<file path="config.mk">
export PLATFORM = sky130hd
export DESIGN_NAME = annexb_nal_splitter_inspector
export DESIGN_NICKNAME = d
export VERILOG_FILES = /design/src/rtl/anbx_pkg.sv /design/src/rtl/anbx_parse.sv /design/src/rtl/anbx_resq.sv /design/src/rtl/annexb_nal_splitter_inspector.sv
export SDC_FILE = /design/constraint.sdc
export NUM_CORES = 1
export LEC_CHECK = 0
export BUFFER_PORTS_ARGS = -buffer_cell sky130_fd_sc_hd__buf_2
export CORE_UTILIZATION = 45
export CTS_CLUSTER_DIAMETER = 200
export DETAILED_ROUTE_END_ITERATION = 8
export PLACE_DENSITY = 0.58
export SYNTH_ARGS = -nofsm -noshare
export SYNTH_HDL_FRONTEND = slang
export SYNTH_SLANG_ARGS = --single-unit
</file>
<file path="constraint.sdc">
create_clock -name clk_i -period 16.28 [get_ports clk_i]
set_clock_uncertainty 0.2 [all_clocks]
set_input_delay 2.442 -clock clk_i [delete_from_list [all_inputs] [get_ports clk_i]]
set_output_delay 2.442 -clock clk_i [all_outputs]
set_load 0.005 [all_outputs]
</file>
<file path="src/rtl/anbx_pkg.sv">
`default_nettype none
package anbx_pkg;

  typedef enum logic {
    CODEC_H264 = 1'b0,
    CODEC_HEVC = 1'b1
  } codec_e;

  // register word index on the configuration port
  localparam logic REG_CODEC = 1'b0;

  localparam logic [22:0] COUNT_CAP = 23'd4194304;

  // result queue
  localparam int unsigned RESQ_DEPTH = 4;
  localparam int unsigned RESQ_AW    = 2;

  // h.264 nal types
  localparam logic [5:0] H264_VCL_LO = 6'd1;
  localparam logic [5:0] H264_VCL_HI = 6'd5;
  localparam logic [5:0] H264_IDR    = 6'd5;
  localparam logic [5:0] H264_SPS    = 6'd7;
  localparam logic [5:0] H264_PPS    = 6'd8;

  // hevc nal types
  localparam logic [5:0] HEVC_VCL_HI  = 6'd31;
  localparam logic [5:0] HEVC_IRAP_LO = 6'd16;
  localparam logic [5:0] HEVC_IRAP_HI = 6'd21;
  localparam logic [5:0] HEVC_VPS     = 6'd32;
  localparam logic [5:0] HEVC_SPS     = 6'd33;
  localparam logic [5:0] HEVC_PPS     = 6'd34;

  typedef struct packed {
    logic pskey;
    logic key;
    logic vps;
    logic pps;
    logic sps;
    logic video;
  } flags_t;

  typedef struct packed {
    logic        result_kind;
    logic [23:0] nal_offset;
    logic [23:0] nal_length;
    logic [5:0]  nal_kind;
    logic        is_annexb;
    logic [22:0] nal_total;
    logic        has_video_slice;
    logic        has_param_sets;
    logic        has_keyframe;
    logic        self_contained_key;
    logic        decodable_here;
    logic        last_result;
  } result_t;

  // up to two results per byte, slot 0 first
  typedef struct packed {
    logic [1:0]    vld;
    result_t [1:0] item;
  } push_t;

  function automatic logic [5:0] nal_header_type(codec_e codec, logic [7:0] hdr);
    logic [5:0] t;
    if (codec == CODEC_H264) begin
      t = {1'b0, hdr[4:0]};
    end else begin
      t = hdr[6:1];
    end
    return t;
  endfunction

  function automatic logic params_complete(codec_e codec, flags_t f);
    logic ok;
    if (codec == CODEC_H264) begin
      ok = f.sps && f.pps;
    end else begin
      ok = f.vps && f.sps && f.pps;
    end
    return ok;
  endfunction

endpackage
`default_nettype wire

</file>
<file path="src/rtl/anbx_parse.sv">
`default_nettype none
module anbx_parse #(
  parameter logic [23:0] PosCap = 24'hFFFFFF
) (
  input  wire logic             clk_i,
  input  wire logic             rst_ni,
  input  wire logic             en_i,
  input  wire logic [7:0]       stream_byte_i,
  input  wire logic             unit_end_i,
  input  anbx_pkg::codec_e      codec_i,
  output anbx_pkg::push_t       push_o
);
  import anbx_pkg::*;

  logic [23:0] pos_q, pos_d;
  logic [1:0]  zr_q, zr_d;
  logic        in_nal_q, in_nal_d;
  logic [24:0] cs_q, cs_d;
  logic [5:0]  hdr_q, hdr_d;
  logic [22:0] cnt_q, cnt_d;
  flags_t      flags_q, flags_d;

  logic        start;
  logic [24:0] p25;
  logic        cap_hdr;
  logic [5:0]  hdr_eff;
  logic [24:0] cend;
  logic [24:0] len;
  logic        close_do;
  logic        emit;
  logic        key_type;
  flags_t      fl;
  logic [22:0] cnt_n;
  logic        key;
  logic        self_key;
  result_t     desc;
  result_t     rep;

  always_comb begin
    start    = (stream_byte_i == 8'h01) && (zr_q >= 2'd2);
    p25      = {1'b0, pos_q};
    cap_hdr  = !start && in_nal_q && (p25 == cs_q);
    hdr_eff  = cap_hdr ? nal_header_type(codec_i, stream_byte_i) : hdr_q;
    // a start code closes at its first zero, the unit end after this byte
    cend     = start ? (p25 - 25'(zr_q)) : (p25 + 25'd1);
    close_do = in_nal_q && (start || unit_end_i);
    len      = (cend > cs_q) ? (cend - cs_q) : '0;
    emit     = close_do && (len != '0);

    fl = flags_q;
    key_type = 1'b0;
    if (codec_i == CODEC_H264) begin
      key_type = (hdr_eff == H264_IDR);
    end else begin
      key_type = (hdr_eff >= HEVC_IRAP_LO) && (hdr_eff <= HEVC_IRAP_HI);
    end
    if (emit) begin
      if (codec_i == CODEC_H264) begin
        if (hdr_eff >= H264_VCL_LO && hdr_eff <= H264_VCL_HI) fl.video = 1'b1;
        if (hdr_eff == H264_SPS) fl.sps = 1'b1;
        if (hdr_eff == H264_PPS) fl.pps = 1'b1;
      end else begin
        if (hdr_eff <= HEVC_VCL_HI) fl.video = 1'b1;
        if (hdr_eff == HEVC_VPS) fl.vps = 1'b1;
        if (hdr_eff == HEVC_SPS) fl.sps = 1'b1;
        if (hdr_eff == HEVC_PPS) fl.pps = 1'b1;
      end
      if (key_type) begin
        if (!fl.key && params_complete(codec_i, fl)) fl.pskey = 1'b1;
        fl.key = 1'b1;
      end
    end
    cnt_n = (emit && (cnt_q < COUNT_CAP)) ? (cnt_q + 23'd1) : cnt_q;

    desc            = '0;
    desc.nal_offset = cs_q[23:0];
    desc.nal_length = len[23:0];
    desc.nal_kind   = hdr_eff;

    key      = fl.key;
    self_key = fl.key && fl.pskey;
    rep             = '0;
    rep.result_kind = 1'b1;
    rep.last_result = 1'b1;
    if (cnt_n != '0) begin
      rep.is_annexb          = 1'b1;
      rep.nal_total          = cnt_n;
      rep.has_video_slice    = fl.video;
      rep.has_param_sets     = params_complete(codec_i, fl);
      rep.has_keyframe       = key;
      rep.self_contained_key = self_key;
      rep.decodable_here     = !key || self_key;
    end

    push_o.vld[0]  = en_i && (emit || unit_end_i);
    push_o.vld[1]  = en_i && emit && unit_end_i;
    push_o.item[0] = emit ? desc : rep;
    push_o.item[1] = rep;
  end

  always_comb begin
    pos_d    = pos_q;
    zr_d     = zr_q;
    in_nal_d = in_nal_q;
    cs_d     = cs_q;
    hdr_d    = hdr_q;
    cnt_d    = cnt_q;
    flags_d  = flags_q;
    if (en_i) begin
      if (unit_end_i) begin
        pos_d    = '0;
        zr_d     = '0;
        in_nal_d = 1'b0;
        cs_d     = '0;
        hdr_d    = '0;
        cnt_d    = '0;
        flags_d  = '0;
      end else begin
        pos_d = (pos_q < PosCap) ? (pos_q + 24'd1) : pos_q;
        if (start) begin
          zr_d     = '0;
          in_nal_d = 1'b1;
          cs_d     = p25 + 25'd1;
        end else if (stream_byte_i == 8'h00) begin
          zr_d = (zr_q == 2'd3) ? zr_q : (zr_q + 2'd1);
        end else begin
          zr_d = '0;
        end
        hdr_d   = hdr_eff;
        cnt_d   = cnt_n;
        flags_d = fl;
      end
    end
  end

  always_ff @(posedge clk_i or negedge rst_ni) begin
    if (!rst_ni) begin
      pos_q    <= '0;
      zr_q     <= '0;
      in_nal_q <= 1'b0;
      cs_q     <= '0;
      hdr_q    <= '0;
      cnt_q    <= '0;
      flags_q  <= '0;
    end else begin
      pos_q    <= pos_d;
      zr_q     <= zr_d;
      in_nal_q <= in_nal_d;
      cs_q     <= cs_d;
      hdr_q    <= hdr_d;
      cnt_q    <= cnt_d;
      flags_q  <= flags_d;
    end
  end

endmodule
`default_nettype wire

</file>
<file path="src/rtl/anbx_resq.sv">
`default_nettype none
module anbx_resq (
  input  wire logic                          clk_i,
  input  wire logic                          rst_ni,
  input  anbx_pkg::push_t                    push_i,
  input  wire logic                          pop_i,
  output anbx_pkg::result_t                  head_o,
  output logic                               nempty_o,
  output logic [anbx_pkg::RESQ_AW:0]         free_o
);
  import anbx_pkg::*;

  logic [RESQ_AW-1:0] wp_q, wp_d;
  logic [RESQ_AW-1:0] rp_q, rp_d;
  logic [RESQ_AW:0]   cnt_q, cnt_d;
  logic [RESQ_AW-1:0] wp_nx;
  logic [RESQ_AW:0]   n_push;
  result_t            mem_q [RESQ_DEPTH];

  always_comb begin
    wp_nx  = wp_q + RESQ_AW'(1);
    n_push = (RESQ_AW+1)'(push_i.vld[0]) + (RESQ_AW+1)'(push_i.vld[1]);
    wp_d   = wp_q + n_push[RESQ_AW-1:0];
    rp_d   = pop_i ? (rp_q + RESQ_AW'(1)) : rp_q;
    cnt_d  = cnt_q + n_push - (RESQ_AW+1)'(pop_i);
  end

  assign head_o   = mem_q[rp_q];
  assign nempty_o = (cnt_q != '0);
  assign free_o   = (RESQ_AW+1)'(RESQ_DEPTH) - cnt_q;

  always_ff @(posedge clk_i) begin
    if (push_i.vld[0]) begin
      mem_q[wp_q] <= push_i.item[0];
    end
    if (push_i.vld[1]) begin
      mem_q[wp_nx] <= push_i.item[1];
    end
  end

  always_ff @(posedge clk_i or negedge rst_ni) begin
    if (!rst_ni) begin
      wp_q  <= '0;
      rp_q  <= '0;
      cnt_q <= '0;
    end else begin
      wp_q  <= wp_d;
      rp_q  <= rp_d;
      cnt_q <= cnt_d;
    end
  end

endmodule
`default_nettype wire

</file>
<file path="src/rtl/annexb_nal_splitter_inspector.sv">
`default_nettype none
// Annex-B NAL splitter and access-unit inspector. One byte of the unit is taken
// per transfer, one every cycle in steady state: a byte is held in the input
// register, where a single pass of zero-run and flag logic closes any NAL and
// writes its descriptor, and on the marked last byte also the unit report,
// into a four-entry result queue that drives the output. The input stalls
// only when the queue has fewer than two free entries. Descriptors come in
// stream order, the report last. codec_select (byte address 0) picks H.264
// or HEVC header rules; the user must write it only while the block is idle,
// as the block itself does not enforce this.
module annexb_nal_splitter_inspector #(
  parameter longint unsigned MAX_UNIT_BYTES = 64'd16777216
) (
  input  wire logic        clk_i,
  input  wire logic        rst_ni,
  input  wire logic        psel,
  input  wire logic        penable,
  input  wire logic        pwrite,
  input  wire logic [2:0]  paddr,
  input  wire logic [31:0] pwdata,
  output logic      [31:0] prdata,
  output logic             pready,
  input  wire logic        in_valid_i,
  output logic             in_ready_o,
  input  wire logic [7:0]  stream_byte_i,
  input  wire logic        unit_end_i,
  output logic             out_valid_o,
  input  wire logic        out_ready_i,
  output logic             result_kind_o,
  output logic [23:0]      nal_offset_o,
  output logic [23:0]      nal_length_o,
  output logic [5:0]       nal_kind_o,
  output logic             is_annexb_o,
  output logic [22:0]      nal_total_o,
  output logic             has_video_slice_o,
  output logic             has_param_sets_o,
  output logic             has_keyframe_o,
  output logic             self_contained_key_o,
  output logic             decodable_here_o,
  output logic             last_result_o
);
  import anbx_pkg::*;

  localparam logic [23:0] POS_CAP = (MAX_UNIT_BYTES < 64'd16777216) ?
                                    24'(MAX_UNIT_BYTES - 64'd1) : 24'hFFFFFF;

  codec_e           codec_q, codec_d;
  logic             stg_vld_q, stg_vld_d;
  logic [7:0]       stg_byte_q;
  logic             stg_end_q;
  logic             advance;
  logic             in_xfer;
  logic             cfg_wr;
  push_t            push;
  result_t          head;
  logic             q_nempty;
  logic [RESQ_AW:0] q_free;

  // configuration port
  always_comb begin
    cfg_wr  = psel && penable && pwrite && (paddr[2] == REG_CODEC);
    codec_d = cfg_wr ? codec_e'(pwdata[0]) : codec_q;
    pready  = 1'b1;
    prdata  = '0;
    if (paddr[2] == REG_CODEC) begin
      prdata = {31'd0, codec_q};
    end
  end

  // the staged byte goes through once the queue can take both results
  assign advance    = stg_vld_q && (q_free >= (RESQ_AW+1)'(2));
  assign in_ready_o = !stg_vld_q || advance;
  assign in_xfer    = in_valid_i && in_ready_o;
  assign stg_vld_d  = in_xfer || (stg_vld_q && !advance);

  always_ff @(posedge clk_i or negedge rst_ni) begin
    if (!rst_ni) begin
      codec_q   <= CODEC_H264;
      stg_vld_q <= 1'b0;
    end else begin
      codec_q   <= codec_d;
      stg_vld_q <= stg_vld_d;
    end
  end

  always_ff @(posedge clk_i) begin
    if (in_xfer) begin
      stg_byte_q <= stream_byte_i;
      stg_end_q  <= unit_end_i;
    end
  end

  anbx_parse #(
    .PosCap (POS_CAP)
  ) u_parse (
    .clk_i         (clk_i),
    .rst_ni        (rst_ni),
    .en_i          (advance),
    .stream_byte_i (stg_byte_q),
    .unit_end_i    (stg_end_q),
    .codec_i       (codec_q),
    .push_o        (push)
  );

  anbx_resq u_resq (
    .clk_i    (clk_i),
    .rst_ni   (rst_ni),
    .push_i   (push),
    .pop_i    (out_valid_o && out_ready_i),
    .head_o   (head),
    .nempty_o (q_nempty),
    .free_o   (q_free)
  );

  assign out_valid_o          = q_nempty;
  assign result_kind_o        = head.result_kind;
  assign nal_offset_o         = head.nal_offset;
  assign nal_length_o         = head.nal_length;
  assign nal_kind_o           = head.nal_kind;
  assign is_annexb_o          = head.is_annexb;
  assign nal_total_o          = head.nal_total;
  assign has_video_slice_o    = head.has_video_slice;
  assign has_param_sets_o     = head.has_param_sets;
  assign has_keyframe_o       = head.has_keyframe;
  assign self_contained_key_o = head.self_contained_key;
  assign decodable_here_o     = head.decodable_here;
  assign last_result_o        = head.last_result;

endmodule
`default_nettype wire

</file>
# == Word-level counts from Yosys, hierarchy flattened ==
# Memory sizes are Yosys's and may differ from the RTL's.
# Cells that the tools add are included.
# classes
n_addsub,13
mul,0
n_div,0
order_cmp,10
n_eq_ne,10
shift,0
mux,44
bitwise_logic,1
reduce_logical,45
# op_table
op,n
25-bit two-way mux,4
85-bit two-way mux,1
24-bit two-way mux,2
23-bit two-way mux,2
6-bit two-way mux,5
29-bit two-way mux,1
1-bit logical AND,26
"24-bit by 1-bit adder with 25-bit output, second input constant",1
24-bit by 25-bit == test with 1-bit output,1
25-bit greater-than comparator,1
25-bit nonzero test,1
24-bit by 2-bit subtractor with 25-bit output,1
25-bit subtractor,1
"24-bit by 1-bit adder with 24-bit output, second input constant",1
"24-bit < comparator, second input constant",1
"23-bit by 1-bit adder with 23-bit output, second input constant",1
"23-bit < comparator, second input constant",1
23-bit nonzero test,1
1-bit two-way mux,22
"6-bit == test, second input constant",3
"6-bit by 3-bit == test with 1-bit output, second input constant",2
"6-bit by 5-bit less-or-equal comparator with 1-bit output, second input constant",2
2-bit two-way mux,5
"8-bit by 1-bit == test with 1-bit output, second input constant",1
other kinds (22),36
# word_totals
regBits,105
latch_bits,0
ram_bits,340
mem_bits_ro,0
in_bits,51
output_inout_bits,120
wordCells,143
n_memories,1
# mem_list
name,depth,width,rd,rd_ports_with_merged_regs,wr,line_no,rtl
u_resq.mem_q,4,85,1,0,2,anbx_resq.sv:18,result_t mem_q [RESQ_DEPTH];

# == Depth between registers and ports, before layout ==
# Gate-level depths: netlist (run 1).
# depth
word_depth,25
depth_mapped,34

# == Hierarchy ==
# A second synthesis (run 1) with hierarchy kept.
# hier_totals
hier_cells,2151
area_unflattened_um2,26345.3
# modules_own_cells
mod,instances,cells_per_inst,area_per_inst_um2,seq_area_each_um2
anbx_resq,1,866,16762.3,10385.0
anbx_parse,1,1230,8946.1,2177.1
annexb_nal_splitter_inspector,1,55,636.9,320.3

# == Worst setup path before layout (run 1) ==
# OpenSTA, ideal clock, no wires.
# synth_path
path_type,reg2reg
start,register u_parse.pos_q[2]
end,memory u_resq.mem_q[3][10] in the netlist's numbering (enable)
arrival_time_ps,7378
slack_ps,8247
stages_incl_launch_ff,28
synth_period_minus_slack_ps,8033
cell_sequence,dfrtp_1 -> buf_2 -> and3_1 -> nand3_1 -> nor2_1 -> and3_1 -> clkbuf_1 -> and3_1 -> clkbuf_1 -> nand3_1 -> nor2_1 -> nand3_1 -> o21ai_0 -> xor2_1 -> ha_1 -> clkbuf_1 -> a21oi_1 -> nand2_1 -> o22ai_1 -> a31oi_1 -> o2111a_1 -> a211oi_1 -> nor2b_1 -> buf_2 -> a21oi_2 -> buf_2 -> nand2_1 -> o21ai_0
# synth_rtl
item,line_no,rtl
"start, declared",anbx_parse.sv:15,"logic [23:0] pos_q, pos_d;"
"start signal, assigned",anbx_parse.sv:146,pos_q <= pos_d;
"end, declared",anbx_resq.sv:18,

# == Worst setup path after layout (run 1) ==
# layout_path
start,register u_parse.pos_q[2]
end,register u_resq.cnt_q[2]
# layout_via
elab_chain_cells,11
word_cells_on_any_way,15
classes_between,add/sub: 6; order compare: 1; mux: 2; reduce/logical: 6
# layout_rtl
item,line_no,rtl
24-bit by 1-bit adder with 25-bit output / 24-bit by 2-bit subtractor with 25-bit output (equally long branches),anbx_parse.sv:45,cend = start ? (p25 - 25'(zr_q)) : (p25 + 25'd1);
25-bit two-way mux (*),anbx_parse.sv:45,
25-bit subtractor / 25-bit greater-than comparator (equally long branches),anbx_parse.sv:47,len = (cend > cs_q) ? (cend - cs_q) : '0;
25-bit two-way mux (*),anbx_parse.sv:47,
25-bit nonzero test (*),anbx_parse.sv:48,emit = close_do && (len != '0);
1-bit logical AND (*),anbx_parse.sv:48,
1-bit logical OR / 1-bit logical AND (equally long branches),"anbx_parse.sv:95, anbx_parse.sv:96",
"1-bit logical AND, on equally long branches","anbx_parse.sv:95, anbx_parse.sv:96",
1-bit by 1-bit adder with 2-bit output (*),anbx_resq.sv:22,n_push = (RESQ_AW+1)'(push_i.vld[0]) + (RESQ_AW+1)'(push_i.vld[1]);
3-bit adder (*),anbx_resq.sv:25,cnt_d = cnt_q + n_push - (RESQ_AW+1)'(pop_i);
3-bit by 1-bit subtractor with 3-bit output (*),anbx_resq.sv:25,
net u_resq.cnt_d[2],anbx_resq.sv:15,"logic [RESQ_AW:0] cnt_q, cnt_d;"
"end signal, assigned",anbx_resq.sv:49,cnt_q <= cnt_d;
"end, declared",anbx_resq.sv:15,
# Mark *: on every way through the listed nets, which the timed path passes. The rest lies on a longest branch.
# A chain may end at the register's enable or synchronous reset.

==> results.cfg, run 1 <==
[clocking]
cts.sinks = 441
cts_hold_buf = 0
cts_buffers = 49
clockBufferDepth = 3
tritoncts = done
root_buffer = clkbuf_16
postCtsSetupBuffers = 0
htreeDepth = 2
cts-resized-gates = 0
clk_pin_slew_worst_paths_ps = 60
clock_latency_ps = 600

[timing]
finalSetupTns_ps = 0
worst_pin_slew_ps = 1071
rsz0062_at_grt = no
finalCritPeriodShare = 0.5300
fin_hold_ws_ps = 246.2
maxSlewHeadroom = 0.2853
min_period_ps = 8629
hold_viol = 0
fmax_mhz = 115.9
slew_viol_final = 0
setup_violations = 0

[final_layout]
syn_to_final_growth_pct = 9.965
nets = 2607
nFillCells = 4671
drive_above_1_share = 0.1355
antenna_cells = 0
fin_util = 0.5057
instances_no_fill = 3225

[floorplan]
start_util = 0.4599
die_w_microns = 229.1
rows = 82
dieArea_sq_mm = 0.05250
fp.coreArea_sq_mm = 0.05048
die_y_microns = 229.1
pin_count = 171

[power_and_ir_drop]
switching_power_uw = 1180
p_leak_uw = 0.009618
p_per_area_mw_per_mm2 = 133.6
p_int_uw = 2231
pwr-share-comb = 0.291
p_sw_frac = 0.3459
vdd_drop_max_v = 0.0001075
clockPowerShare = 0.331
p_seq_frac = 0.379

[critical_path]
regToRegSetupSlack_ps = 7650
worstPathMaxFanout = 65
cp_num_cells = 27
crit_type = reg -> reg
end_kind = flop
reg2reg_to = u_resq.cnt_q[2]
r2r-start = u_parse.pos_q[2]
critPathArrivalTime_ps = 8950
path_buf_inv = 2
crit_slowest_cell = nor2b_1
r2r_cells = 27
max_stage_delay_ps = 800
worstSetupStartpoint = u_parse.pos_q[2]
endpoint = u_resq.cnt_q[2]
start_kind = flop
cp_top_family = simple AND/OR/NAND/NOR gates
crit_required_ps = 16600

[logic_synthesis]
ys_types = 84
avgSynthCellArea_sq_um = 9.075
synth_compound_area_frac = 0.1277
synth_top_family_by_area = simple AND/OR/NAND/NOR gates
async_flop_share = 0.2177
yosys_warnings = 0
synthFlopType = dfxtp_1
post_synth_xor_area_fraction = 0.04226
synth-simple-area-share = 0.1958
synth_fa_ha_area_frac = 0.02361
synthCells = 2558
muxShareOfSynthArea = 0.09497
synth_seq_cells = 441
synth_seq_area_share = 0.4549
netlist_area_sq_mm = 0.02321
synth_edf_count = 125

[route]
vias = 18670
ant_nets = 0
wl_per_cell_microns = 20.84
maxUsedRoutingLayer = met4
via_per_inst = 5.788
drt_iter0_markers = 1547
wl_met3_mm = 3.522
drc = 0
wl_met2_mm = 33.61
wl_met1_mm = 27.94
dr.pass1.iters = 6
postRouteWirelength_mm = 67.20

[place]
dp_hpwl_mm = 41.71
finalWeightedCongestion = 0.8762
io_buffers = 105
place_inst = 3135

[grt]
first_global_vias = 18210
grt_max_degree = 89
grtUsageTotal = 0.2541
antenna_found_initial = 0
overflow = 0
grt_pass1_wl_mm = 104.9

[run_status]
outcome = finished, final reports clean

[min_path]
hold_path.class = reg -> reg

[job]
max-cap-violations = 0
-- metal layers --
layer  global-route usage  vias to the layer above
li1                     -                     8775
met5                    0                        -
met2               0.4438                      567
met4              0.09167                        0
met1               0.3200                     9213
met3              0.03486                      111
-- worst min-delay path, cell delays in order, from the launching register on --
cell and delay [ps]:
dfxtp_1 310, nand2_1 50, nand2_1 40
-- power by group through the flow --
stage	Sequential, uW	Clock, uW	Combinational [uW]
after floorplan	1250	0	707
after global placement	1320	0	983
after detailed placement	1320	0	990
after CTS	1300	1150	992
after global routing	1300	1200	1060
final	1290	1130	991
-- state kept, by name (all words and copies together), names as in the netlist --
signal and flops:
u_resq.mem_q 336, u_parse.cs_q 25, u_parse.pos_q 24, u_parse.cnt_q 23
stg_byte_q 8, u_parse.flags_q 6, u_parse.hdr_q 6, u_resq.cnt_q 3
u_parse.zr_q 2, u_resq.rp_q 2, u_resq.wp_q 2, codec_q 1
stg_end_q 1, stg_vld_q 1, u_parse.in_nal_q 1
-- cell usage in the layout, fill, tap and decap left out, types with 14 or more instances in the layout --
cell and n:
o21ai_0 114, a21oi_1 269, buf_4 35, nand3_1 127
nor2_1 303, xnor2_1 63, clkbuf_16 52, ha_1 39
conb_1 32, clkbuf_1 16, xor2_1 49, mux4_2 84
and2_1 16, nand2b_1 15, buf_2 104, nand4_1 19
mux2i_1 20, a31oi_1 14, edfxtp_1 125, nor3_1 44
dfrtp_1 94, or3_1 16, o31ai_1 16, nand2_1 375
dfxtp_1 220, and3_1 19, nor3b_1 18, inv_1 53
-- logic make-up (layout without fill, tap and decap cells) --
family                   Yosys count  after routing
AO/OA/AOI/OAI                    513            513
XOR/XNOR                         112            112
adder cells (fa/ha/maj)           42             42
buffers and inverters            317            282
flip-flops                       441            441
multiplexers                     114            114
other                              2             32
AND/OR/NAND/NOR                 1017           1017
-- per-stage QoR --
stage	total power [uW]	setup slack (ps)	cell area, sq um
6_report	3411	7651	25530
2_1_floorplan	1957	8247	23330
3_5_place_dp	2308	7738	23880
5_1_grt	3562	6961	25530
4_1_cts	3436	7732	25530
3_3_place_gp	2298	7768	23880
-- synthesized netlist by cell type, types with 39 or more instances --
master | number | area share
mux4_2 | 84 | 0.081
edfxtp_1 | 125 | 0.16
xnor2_1 | 63 | 0.024
nand2_1 | 375 | 0.061
xor2_1 | 49 | 0.018
o21ai_0 | 118 | 0.025
dfrtp_1 | 96 | 0.10
nor3_1 | 45 | 0.0097
a21oi_1 | 269 | 0.058
ha_1 | 39 | 0.021
nand3_1 | 127 | 0.027
nor2_1 | 309 | 0.050
buf_2 | 48 | 0.010
dfxtp_1 | 220 | 0.19
clkbuf_1 | 165 | 0.027
inv_1 | 53 | 0.0086
-- worst min path at each step --
stage,from,to,slack (ps),cells past startpoint
floorplan,u_resq.mem_q[1][0],u_resq.mem_q[1][0],220,2
global placement,u_resq.mem_q[1][0],u_resq.mem_q[1][0],230,2
detailed placement,u_resq.mem_q[1][0],u_resq.mem_q[1][0],240,2
CTS,u_resq.mem_q[1][0],u_resq.mem_q[1][0],250,2
global route,u_resq.mem_q[0][0],u_resq.mem_q[0][0],270,2
finish,u_resq.mem_q[0][0],u_resq.mem_q[0][0],250,2
-- layout make-up --
type / instances / area (sq um) / share of cell area
flip-flops and latches: 441 / 10570 / 0.4140
clock inverters: 12 / 165.2 / 0.006470
inverters: 53 / 198.9 / 0.007793
repair buffers: 139 / 783.3 / 0.03068
well taps: 672 / 840.8 / 0.03294
multi-input cells: 1830 / 11490 / 0.4500
clock buffers: 78 / 1484 / 0.05813
Power figures use the tool's default switching activity.
==> run 2: changes to the inputs <==
--- a/config.mk
+++ b/config.mk
@@ -5,6 +5,7 @@
 export SDC_FILE = /design/constraint.sdc
 export NUM_CORES = 1
 export LEC_CHECK = 0
+export ABC_AREA = 1
 export BUFFER_PORTS_ARGS = -buffer_cell sky130_fd_sc_hd__buf_2
 export CORE_UTILIZATION = 45
 export CTS_CLUSTER_DIAMETER = 200
==> constraint.sdc (replaced) <==
create_clock -name clk_i -period 9 [get_ports clk_i]
set_clock_uncertainty 0.2 [all_clocks]
set_input_delay 1.35 -clock clk_i [delete_from_list [all_inputs] [get_ports clk_i]]
set_output_delay 1.35 -clock clk_i [all_outputs]
set_load 0.005 [all_outputs]
==> run 2 against run 1 <==
Register-to-register slack worse by 6600 ps; fmax up 8.0%; routed wire length is 11% higher; global-route usage increased by 2.7 points; total power rose to 2.6 times the previous value; first-iteration DRC count rose by 11%; worst hold slack improved by 4.8 ps; highest routed layer unchanged; clock power grew 75%; non-clock buffer count up 3; sequential share of layout area about the same.
==> results.cfg, run 2 <==
[clocking]
clockBufferDepth = 3
htreeDepth = 2
cts_hold_buf = 0
cts.sinks = 441
cts_buffers = 47
clock_latency_ps = 610
root_buffer = clkbuf_16
cts-resized-gates = 0
clk_pin_slew_worst_paths_ps = 60
postCtsSetupBuffers = 0
tritoncts = done

[timing]
slew_viol_final = 0
postLayoutSetupSlackWorst_ps = 1013
min_period_ps = 7987
finalSetupTns_ps = 0
worst_pin_slew_ps = 1196
fmax_mhz = 125.2
finalCritPeriodShare = 0.8874
hold_viol = 0
rsz0062_at_grt = no
maxSlewHeadroom = 0.2005
setup_violations = 0

[place]
dp_hpwl_mm = 48.74
io_buffers = 105
preCtsSetupSlack_ps = 1161
place_inst = 3727
finalWeightedCongestion = 0.9429
placed_area_sq_mm = 0.02397

[final_layout]
drive_above_1_share = 0.08081
syn_to_final_growth_pct = 10.04
instances_no_fill = 3816
top_regs = u_resq.mem_q: 336 flops, u_parse.cs_q: 25 flops, u_parse.pos_q: 24 flops
design_area_sq_mm = 0.02555
final_cell_mix = 523 x nor2_1, 471 x o21ai_0, 457 x nand2_1
nets = 3197
largest_reg_flops = 336
final_common_cell = nor2_1
regMostFlops = u_resq.mem_q

[logic_synthesis]
synth_fa_ha_area_frac = 0.02360
synthTopCellsByCount = 523 x nor2_1, 471 x o21ai_0, 459 x nand2_1
synth-simple-area-share = 0.2101
yosys.cell_count.top_type = nor2_1
synth_seq_cells = 441
synthFlopType = dfxtp_1
post_synth_xor_area_fraction = 0.02635
yosysTopAreaCellShare = 0.1897
synth_compound_area_frac = 0.1883
avgSynthCellArea_sq_um = 7.477
synth_edf_count = 125
synthTopCellsByArea = dfxtp_1 19%, edfxtp_1 16%, dfrtp_1 10%, o21ai_0 10%, nor2_1 8.5%
ys_types = 51
muxShareOfSynthArea = 0.0008623
netlist_area_sq_mm = 0.02322
async_flop_share = 0.2177
synthCells = 3105
yosys_warnings = 0
synth_seq_area_share = 0.4548
yosys.area.top_type = dfxtp_1
synth_top_family_by_area = simple AND/OR/NAND/NOR gates

[route]
postRouteWirelength_mm = 74.31
drt_iter0_markers = 1721
via_per_inst = 5.558
dr.pass1.iters = 7
wl_per_cell_microns = 19.47
vias = 21210
ant_nets = 0
drc = 0

[grt]
first_global_vias = 19980
antenna_found_initial = 0
overflow = 0
grt_pass1_wl_mm = 115.8
grt_max_degree = 90
grtUsageTotal = 0.2809

[critical_path]
crit_slowest_cell = dfrtp_1
worstPathMaxFanout = 22
end_kind = flop
crit_type = reg -> reg
critPathArrivalTime_ps = 8310
crit_required_ps = 9320
start_kind = flop
crit_top_cell = nand2_1
max_stage_delay_ps = 480
regToRegSetupSlack_ps = 1010

[power_and_ir_drop]
vdd_drop_max_v = 0.0001675
p_leak_uw = 0.01074
p_per_area_mw_per_mm2 = 342.7
power_uw = 8756

[floorplan]
fp.coreArea_sq_mm = 0.05048
pin_count = 171
start_util = 0.4599
die_w_microns = 229.1
die_y_microns = 229.1
dieArea_sq_mm = 0.05251
rows = 82

[run_status]
outcome = finished, final reports clean

[min_path]
hold_path.class = reg -> reg

[job]
max-cap-violations = 0
[run 2: power by group]
part           internal [uW]  switching, uW  total [uW]  leakage (uW)
combinational           1260           2480        3730       0.00573
sequential              2730            307        3040       0.00423
clock                   1140            841        1980      0.000776
total                   5130           3630        8760        0.0107
[run 2: per-stage QoR]
step / util / hold WS (ps)
6_report: 0.5061 / 251.0
3_5_place_dp: 0.4749 / 234.6
4_1_cts: 0.5061 / 249.6
3_3_place_gp: 0.4749 / 237.3
2_1_floorplan: - / 221.1
5_1_grt: 0.5061 / 278.4
[run 2: logic make-up (layout without fill, tap and decap cells)]
group	after synthesis	after routing
AND/OR/NAND/NOR	1185	1185
multiplexers	2	2
buffers and inverters	530	538
XOR/XNOR	69	69
flip-flops	441	441
adder cells (fa/ha/maj)	42	42
AO/OA/AOI/OAI	834	834
other	2	33
[run 2: area by class of cell]
class / count / area (sq um)
Antenna cell: 1 / 2.502
Clock buffer: 73 / 1408
Clock inverter: 15 / 163.9
Fill cell: 4961 / 24930
Inverter: 308 / 1159
Multi-Input combinational cell: 2164 / 10550
Sequential cell: 441 / 10570
Tap cell: 672 / 840.8
Timing Repair Buffer: 142 / 855.8
[run 2: worst paths after layout]
check,from,endpoint,cells past startpoint
hold / removal,u_resq.mem_q[2][0],u_resq.mem_q[2][0],2
hold reg to reg,u_resq.mem_q[2][0],u_resq.mem_q[2][0],2
max in group asynchronous,rst_ni,u_resq.cnt_q[2],2
setup reg to reg,u_parse.pos_q[2],u_resq.cnt_q[2],39
min in group asynchronous,rst_ni,u_parse.cnt_q[9],1
setup / recovery,u_parse.pos_q[2],u_resq.cnt_q[2],39
[run 2: layer usage]
layer  GRT usage  vias up  part of all wire
li1            -    10240                 -
met1      0.4091    10210              0.48
met2      0.4344      666              0.44
met3     0.03872       93             0.060
met4     0.07667        0             0.021
met5           0        -                 0
[run 2: critical path, delay by kind of cell, from the launching register on]
kind	cells	cell delay (ps)
buffers and inverters	7	920
XOR/XNOR	3	530
AND/OR/NAND/NOR	24	4300
AO/OA/AOI/OAI	1	120
flip-flops	1	480
adder cells (fa/ha/maj)	4	1350
